[src/design/i2cram_pkg.sv]
// Shared types and constants of the I2C register access master.
package i2cram_pkg;

    localparam int unsigned TGT_ADDR_W = 7;
    localparam logic [TGT_ADDR_W-1:0] TGT_ADDR_RESET = 7'd104;

    localparam int unsigned TICK_W = 5;
    localparam logic [TICK_W-1:0] BYTE_LAST_TICK = 5'd16;
    localparam logic [TICK_W-1:0] CTRL_LAST_TICK = 5'd2;

    localparam int unsigned S_TDATA_W = 24;
    localparam int unsigned M_TDATA_W = 16;

    typedef enum logic [13:0] {
        PH_IDLE   = 14'b00000000000001,
        PH_START1 = 14'b00000000000010,
        PH_ADDRW  = 14'b00000000000100,
        PH_ACK1   = 14'b00000000001000,
        PH_REG    = 14'b00000000010000,
        PH_ACK2   = 14'b00000000100000,
        PH_DATA   = 14'b00000001000000,
        PH_ACK3   = 14'b00000010000000,
        PH_START2 = 14'b00000100000000,
        PH_ADDRR  = 14'b00001000000000,
        PH_ACK4   = 14'b00010000000000,
        PH_READ   = 14'b00100000000000,
        PH_MACK   = 14'b01000000000000,
        PH_STOP   = 14'b10000000000000
    } phase_t;

    typedef struct packed {
        logic       start_request;
        logic       mode;
        logic [7:0] reg_address;
        logic [7:0] write_data;
        logic       sda_in;
    } in_item_t;

    typedef struct packed {
        logic       scl;
        logic       sda_out;
        logic       sda_drive;
        logic       busy_res;
        logic       done_res;
        logic       nack_error;
        logic [7:0] read_value;
    } out_item_t;

endpackage

[src/design/i2cram_seq.sv]
// Bus phase sequencer: one bit-timing tick per step.
module i2cram_seq import i2cram_pkg::*; (
    input  logic                  aclk,
    input  logic                  aresetn,
    input  logic                  step,
    input  in_item_t              item,
    input  logic [TGT_ADDR_W-1:0] tgt_addr,
    output out_item_t             result
);

    phase_t            phase_reg, phase_next;
    logic [TICK_W-1:0] tick_reg, tick_next;
    logic [7:0]        shift_reg, shift_next;
    logic              mode_reg, mode_next;
    logic [7:0]        regaddr_reg, regaddr_next;
    logic [7:0]        data_reg, data_next;
    logic              nack_reg, nack_next;

    logic              idle_now;
    phase_t            ph;
    logic [TICK_W-1:0] t;

    always_comb begin
        case (phase_reg)
            PH_START1, PH_ADDRW, PH_ACK1, PH_REG, PH_ACK2, PH_DATA, PH_ACK3,
            PH_START2, PH_ADDRR, PH_ACK4, PH_READ, PH_MACK, PH_STOP: begin
                idle_now = 1'b0;
            end
            default: begin
                idle_now = 1'b1;
            end
        endcase
    end

    always_comb begin
        ph           = idle_now ? PH_IDLE : phase_reg;
        t            = tick_reg;
        shift_next   = shift_reg;
        mode_next    = mode_reg;
        regaddr_next = regaddr_reg;
        data_next    = data_reg;
        nack_next    = nack_reg;

        if (idle_now && item.start_request) begin
            mode_next    = item.mode;
            regaddr_next = item.reg_address;
            data_next    = item.write_data;
            nack_next    = 1'b0;
            ph           = PH_START1;
            t            = '0;
            shift_next   = '0;
        end

        phase_next        = ph;
        tick_next         = t + 1'b1;
        result.scl        = 1'b1;
        result.sda_out    = 1'b1;
        result.sda_drive  = 1'b1;
        result.busy_res   = 1'b1;
        result.done_res   = 1'b0;
        result.read_value = '0;

        case (ph)
            PH_START1, PH_START2: begin
                result.scl     = (t < CTRL_LAST_TICK);
                result.sda_out = (t == '0);
                if (t >= CTRL_LAST_TICK) begin
                    tick_next = '0;
                    if (ph == PH_START1) begin
                        phase_next = PH_ADDRW;
                        shift_next = {tgt_addr, 1'b0};
                    end else begin
                        phase_next = PH_ADDRR;
                        shift_next = {tgt_addr, 1'b1};
                    end
                end
            end
            PH_ADDRW, PH_REG, PH_DATA, PH_ADDRR: begin
                result.scl     = t[0];
                result.sda_out = shift_next[7];
                if (t != '0 && !t[0]) begin
                    shift_next = {shift_next[6:0], 1'b0};
                end
                if (t >= BYTE_LAST_TICK) begin
                    tick_next  = '0;
                    shift_next = '0;
                    case (ph)
                        PH_ADDRW: phase_next = PH_ACK1;
                        PH_REG:   phase_next = PH_ACK2;
                        PH_DATA:  phase_next = PH_ACK3;
                        default:  phase_next = PH_ACK4;
                    endcase
                end
            end
            PH_ACK1, PH_ACK2, PH_ACK3, PH_ACK4: begin
                result.sda_drive = 1'b0;
                result.sda_out   = 1'b0;
                result.scl       = (t == 5'd1);
                if (t == 5'd1 && item.sda_in) begin
                    nack_next = 1'b1;
                end
                if (t >= CTRL_LAST_TICK) begin
                    tick_next = '0;
                    if (nack_next || ph == PH_ACK3) begin
                        phase_next = PH_STOP;
                        shift_next = '0;
                    end else if (ph == PH_ACK1) begin
                        phase_next = PH_REG;
                        shift_next = regaddr_next;
                    end else if (ph == PH_ACK2) begin
                        phase_next = mode_next ? PH_START2 : PH_DATA;
                        shift_next = mode_next ? 8'd0 : data_next;
                    end else begin
                        phase_next = PH_READ;
                        shift_next = '0;
                    end
                end
            end
            PH_READ: begin
                result.sda_drive = 1'b0;
                result.sda_out   = 1'b0;
                result.scl       = t[0];
                if (t[0]) begin
                    shift_next = {shift_next[6:0], item.sda_in};
                end
                if (t >= BYTE_LAST_TICK) begin
                    phase_next = PH_MACK;
                    tick_next  = '0;
                end
            end
            PH_MACK: begin
                result.scl = (t == 5'd1);
                if (t >= CTRL_LAST_TICK) begin
                    phase_next = PH_STOP;
                    tick_next  = '0;
                end
            end
            PH_STOP: begin
                result.scl     = (t != '0);
                result.sda_out = (t >= CTRL_LAST_TICK);
                if (t >= CTRL_LAST_TICK) begin
                    result.done_res = 1'b1;
                    if (mode_next && !nack_next) begin
                        result.read_value = shift_next;
                    end
                    phase_next = PH_IDLE;
                    tick_next  = '0;
                end
            end
            default: begin
                result.busy_res = 1'b0;
                tick_next       = tick_reg;
            end
        endcase

        result.nack_error = nack_next;
    end

    always_ff @(posedge aclk) begin
        if (!aresetn) begin
            phase_reg   <= PH_IDLE;
            tick_reg    <= '0;
            shift_reg   <= '0;
            mode_reg    <= 1'b0;
            regaddr_reg <= '0;
            data_reg    <= '0;
            nack_reg    <= 1'b0;
        end else if (step) begin
            phase_reg   <= phase_next;
            tick_reg    <= tick_next;
            shift_reg   <= shift_next;
            mode_reg    <= mode_next;
            regaddr_reg <= regaddr_next;
            data_reg    <= data_next;
            nack_reg    <= nack_next;
        end
    end

endmodule

[src/design/i2c_register_access_master_top.sv]
// Top level of the I2C register access master.
//
//  channel | dir | handshake          | payload
//  s_      | in  | s_tvalid/s_tready  | s_tdata (tick item), s_tuser (mode)
//  m_      | out | m_tvalid/m_tready  | m_tdata (bus levels and status)
//  cfg_    | in  | cfg_valid/cfg_ready| cfg_data (device address)
//
// One item per cycle sustained while m_ is not stalled; an accepted item passes through the
// input register, then the result register, before its result shows on m_.
// Reset clears the phase sequencer to idle and the device address to 104.
// A stall on m_ holds the result; s_tready drops only when both stages are full.
module i2c_register_access_master_top import i2cram_pkg::*; (
    input  logic                  aclk,
    input  logic                  aresetn,
    input  logic                  s_tvalid,
    output logic                  s_tready,
    // [0] start_request, [8:1] reg_address, [16:9] write_data, [17] sda_in
    input  logic [S_TDATA_W-1:0]  s_tdata,
    // [0] mode
    input  logic                  s_tuser,
    output logic                  m_tvalid,
    input  logic                  m_tready,
    // [0] scl, [1] sda_out, [2] sda_drive, [3] busy_res, [4] done_res,
    // [5] nack_error, [13:6] read_value
    output logic [M_TDATA_W-1:0]  m_tdata,
    input  logic                  cfg_valid,
    output logic                  cfg_ready,
    input  logic [TGT_ADDR_W-1:0] cfg_data
);

    logic                  in_valid_reg, in_valid_next;
    in_item_t              in_item_reg;
    logic                  out_valid_reg, out_valid_next;
    out_item_t             out_item_reg;
    logic [TGT_ADDR_W-1:0] tgt_addr_reg;
    logic                  advance;
    logic                  s_accept;
    out_item_t             seq_result;

    assign advance   = in_valid_reg && (!out_valid_reg || m_tready);
    assign s_tready  = !in_valid_reg || advance;
    assign s_accept  = s_tvalid && s_tready;
    assign cfg_ready = 1'b1;

    assign in_valid_next  = s_accept || (in_valid_reg && !advance);
    assign out_valid_next = advance || (out_valid_reg && !m_tready);

    i2cram_seq u_seq (
        .aclk     (aclk),
        .aresetn  (aresetn),
        .step     (advance),
        .item     (in_item_reg),
        .tgt_addr (tgt_addr_reg),
        .result   (seq_result)
    );

    always_ff @(posedge aclk) begin
        if (!aresetn) begin
            in_valid_reg  <= 1'b0;
            out_valid_reg <= 1'b0;
            tgt_addr_reg  <= TGT_ADDR_RESET;
        end else begin
            in_valid_reg  <= in_valid_next;
            out_valid_reg <= out_valid_next;
            if (cfg_valid) begin
                tgt_addr_reg <= cfg_data;
            end
        end
    end

    always_ff @(posedge aclk) begin
        if (s_accept) begin
            in_item_reg.start_request <= s_tdata[0];
            in_item_reg.mode          <= s_tuser;
            in_item_reg.reg_address   <= s_tdata[8:1];
            in_item_reg.write_data    <= s_tdata[16:9];
            in_item_reg.sda_in        <= s_tdata[17];
        end
        if (advance) begin
            out_item_reg <= seq_result;
        end
    end

    assign m_tvalid = out_valid_reg;
    assign m_tdata  = {2'b00, out_item_reg.read_value, out_item_reg.nack_error,
                       out_item_reg.done_res, out_item_reg.busy_res,
                       out_item_reg.sda_drive, out_item_reg.sda_out,
                       out_item_reg.scl};

endmodule

[config.mk]
export PLATFORM = sky130hd
export DESIGN_NAME = i2c_register_access_master_top
export DESIGN_NICKNAME = d
export VERILOG_FILES = /design/src/design/i2cram_pkg.sv /design/src/design/i2cram_seq.sv /design/src/design/i2c_register_access_master_top.sv
export SDC_FILE = /design/constraint.sdc
export NUM_CORES = 1
export LEC_CHECK = 0
export BUFFER_PORTS_ARGS = -buffer_cell sky130_fd_sc_hd__buf_2
export CAP_MARGIN = 20
export CORE_AREA = 5 5 104 106
export CTS_CLUSTER_DIAMETER = 50
export CTS_CLUSTER_SIZE = 25
export DETAILED_ROUTE_END_ITERATION = 7
export DIE_AREA = 0 0 109 111
export GPL_ROUTABILITY_DRIVEN = 0
export PLACE_DENSITY = 0.67
export SYNTH_ARGS = -nofsm -noshare
export SYNTH_HDL_FRONTEND = slang
export SYNTH_HIERARCHICAL = 1
export SYNTH_SLANG_ARGS = --single-unit
[constraint.sdc]
create_clock -name aclk -period 4.1 [get_ports aclk]
set_input_delay 0.205 -clock aclk [delete_from_list [all_inputs] [get_ports aclk]]
set_output_delay 0.205 -clock aclk [all_outputs]
set_load 0.05 [all_outputs]
==> impl_results.md <==
* Met3 Use GR at 0.0425
* Fraction of registers with async set/reset at 0
* Top_reg_cell synth: dfxtp_1
* FMAX at 267 MHz
* Power Internal at 0.00135 W
* Met2 Resource Use GR at 0.305
* R2R depth at 13
* Post-CTS Resized at 0
* Required @ worst endpoint at 4.40 ns
* Grt peak-use layer: met2
* Yosys cell types at 81
* Setup TNS at 0 ns
* # setup viols final at 0
* Post-synth EDFFs at 33
* Hold Path Sink: in_item_reg[1]
* Run status: complete, no violations
* Die Wd at 109 µm
* Clk_lat worst skew at 0.37 ns
* Final wirelength at 11900 µm
* Max Cap Viol at 0
* Top Ports at 56
* Clk buf depth at 2
* Ant. Diodes at 0
* Layout Utilization at 0.563
* 1st-iter DRT viols at 399
* WS Path Type: reg -> reg
* Wire per inst at 17.0 µm
* Clk root buf: clkbuf_8
* Vias in the first global route at 3959
* Register area share after synthesis at 0.436
* Pwr Density at 330 nW/µm²
* Via count at 4140
* Final Max Tran Viols at 0
* Post-place setup slack at 0.451 ns
* Yosys warns at 6
* # DRC at 0
* Port bufs at 46
* Grt ovf at 0
* CP startpoint kind: flip-flop
* Critical Path End Type: flip-flop
* Unrepaired setup endpoints after global routing: no
* Initial Util at 0.491
* Area grow syn2layout at 14.8%
* # rows at 36
* Net Sw Frac at 0.252
* Setup slack after layout at 0.349 ns
* Clk pin slew, worst setup/hold paths at 0.09 ns
* Slew Limit Headroom at 0.349
* CP arrival at 4.05 ns
* Fillers at 853
* Worst-margin pin slew at 0.977 ns
* Worst-path fanout max at 13
* Worst vdd ir at 0.000258 V
* Layout Skew at 0.0107 ns
* Reg-to-reg startpoint: u_seq/phase_reg[1]
* Vias per cell at 5.92
* Share of cells above drive strength 1 at 0.191
* Clk network pwr share at 0.372
* Hold_sp: s_tdata[9]
* Cell taking the most area after synthesis: dfxtp_1
* Hold Crit Depth at 1
* Worst Hold Class: in -> reg
* Reg power frac at 0.528
* Placed wire-length estimate at 8420 µm
* Post-layout nets at 601
* Avg Inst Size Synth at 9.34 µm²
* Die Ht at 111 µm
* P_sw at 0.000452 W
* R2R setup slack at 0.35 ns
* Antenna violations before repair at 0
* CTS buffer count at 9
* Largest register FFs at 19
* GR Layer Usage met1 at 0.279
* Worst reg2reg endpoint: u_seq/shift_reg[3]
* Routed Antenna Nets at 0
* Cells after synthesis at 509
* H-Tree Depth at 3
* CORE AREA at 9680 µm²
* Post-synth top area share at 0.227
* Global Route Usage Sum at 0.201
* Drt first pass iters at 5
* Hold Vio Cnt, Final at 0
* First-pass GRT wire length at 19500 µm
* Gate power share at 0.099
* Largest net degree at the start of global routing at 36
* Tcrit/Tclk final at 0.915
* Clock sinks at 87
* Final min period at 3.75 ns
* Cell Area, Synth at 4750 µm²
* Leak at 2.00 nW
* Synth area leaders: dfxtp_1 23%, edfxtp_1 21%, nand2_1 5.9%
* CTS tree: yes
* #FFs+latches synth at 87
* Die area at 12100 µm²
power groups by stage:
stage / clock [W] / combinational (W) / sequential, W
2_1_floorplan: 0 / 0.000108 / 0.000978
3_3_place_gp: 0 / 0.000161 / 0.000969
4_1_cts: 0.000687 / 0.000174 / 0.000949
6_report: 0.000670 / 0.000179 / 0.000949
3_5_place_dp: 0 / 0.000164 / 0.000969
5_1_grt: 0.000726 / 0.000193 / 0.000953
layout by cell type, fill, tap and decap left out, types with 4 or more instances in the layout:
cell	n
nand3_1	12
nor2_1	20
and2_1	17
nand4_1	6
buf_4	13
nand2_1	75
o211ai_1	7
dfxtp_1	54
clkbuf_8	9
a21boi_0	4
o21ai_0	19
mux2_2	6
o2bb2ai_1	6
buf_2	46
nor3_1	14
a31oi_1	5
o21a_1	4
mux2i_1	13
edfxtp_1	33
nor2b_1	11
a22oi_1	6
inv_1	10
o2111ai_1	4
or3_1	4
dlygate4sd3_1	16
xor2_1	5
a22o_1	12
a221oi_1	4
a21oi_1	34
final cells by class:
type	instances	area, µm²	share of cell area
multi-input cells	377	2460	0.451
repair buffers	75	488	0.0894
well taps	133	166	0.0305
clock buffers	9	124	0.0227
inverters	11	41.3	0.00757
clock inverters	7	103	0.0188
flip-flops and latches	87	2070	0.380
synth_stat cells (5+ instances only):
cell type  instances
nand2_1           75
buf_2             13
nand3_1           12
mux2i_1           13
inv_1             10
o2bb2ai_1          6
a22o_1            12
nand4_1            6
xor2_1             5
o21ai_0           19
and2_1            17
mux2_2             6
nor3_1            14
nor2_1            20
a21oi_1           35
buf_4              5
dfxtp_1           54
a31oi_1            5
clkbuf_1          14
nor2b_1           12
edfxtp_1          33
o211ai_1           7
a22oi_1            6
worst max-delay path by stage:
stage                        startpoint                  to  slack (ns)  depth (start not counted)
CTS                  u_seq/phase_reg[1]  u_seq/shift_reg[3]        0.42                         13
detailed placement   u_seq/phase_reg[1]  u_seq/shift_reg[3]        0.45                         13
finish               u_seq/phase_reg[1]  u_seq/shift_reg[3]        0.35                         13
floorplan           u_seq/phase_reg[10]  u_seq/shift_reg[2]        0.93                         15
global route         u_seq/phase_reg[5]  u_seq/shift_reg[2]        0.11                         13
global placement     u_seq/phase_reg[1]  u_seq/shift_reg[2]        0.55                         13
repair_timing:
| action | CTS | global route |
|---|---|---|
| buffers inserted | 0 | 0 |
| hold endpoints to repair | 13 | 3 |
| hold buffers | 13 | 3 |
cell families after synthesis:
| group | count (synthesis) | synth area share |
|---|---|---|
| compound gates | 154 | 0.243 |
| xor+xnor | 5 | 0.00921 |
| fa+ha+maj | 3 | 0.00790 |
| buf+inv | 46 | 0.0484 |
| flops | 87 | 0.436 |
| mux | 20 | 0.0439 |
| other cells | 2 | 0.00158 |
| simple gates | 192 | 0.210 |
stage by stage:
stage	hold slack, ns	total power, W	area [µm²]	cells
finish	0.0169	0.00180	5460	699
CTS	0.00189	0.00181	5430	696
global route	-0.00582	0.00187	5460	699
floorplan	0.267	0.00109	4760	510
detailed placement	0.383	0.00113	5070	667
global placement	0.382	0.00113	5070	667
metal layers:
layer,wire [µm],share of wire,up-vias
met5,0,0,-
li1,-,-,1994
met4,221,0.019,0
met2,5470,0.46,225
met1,5240,0.44,1897
met3,938,0.079,24
critical path: stages, from the launching register on:
cell       delay, ns
dfxtp_1         0.65
nor2b_1         0.12
a221oi_2        0.49
o31ai_2         0.16
or3_1           0.42
and2_1          0.22
ha_1            0.21
nand2_1         0.09
a21oi_1         0.07
or3_1           0.34
a211oi_2        0.46
a221oi_1        0.15
a21boi_0        0.16
o2bb2ai_1       0.14
Power figures use the tool's default switching activity.
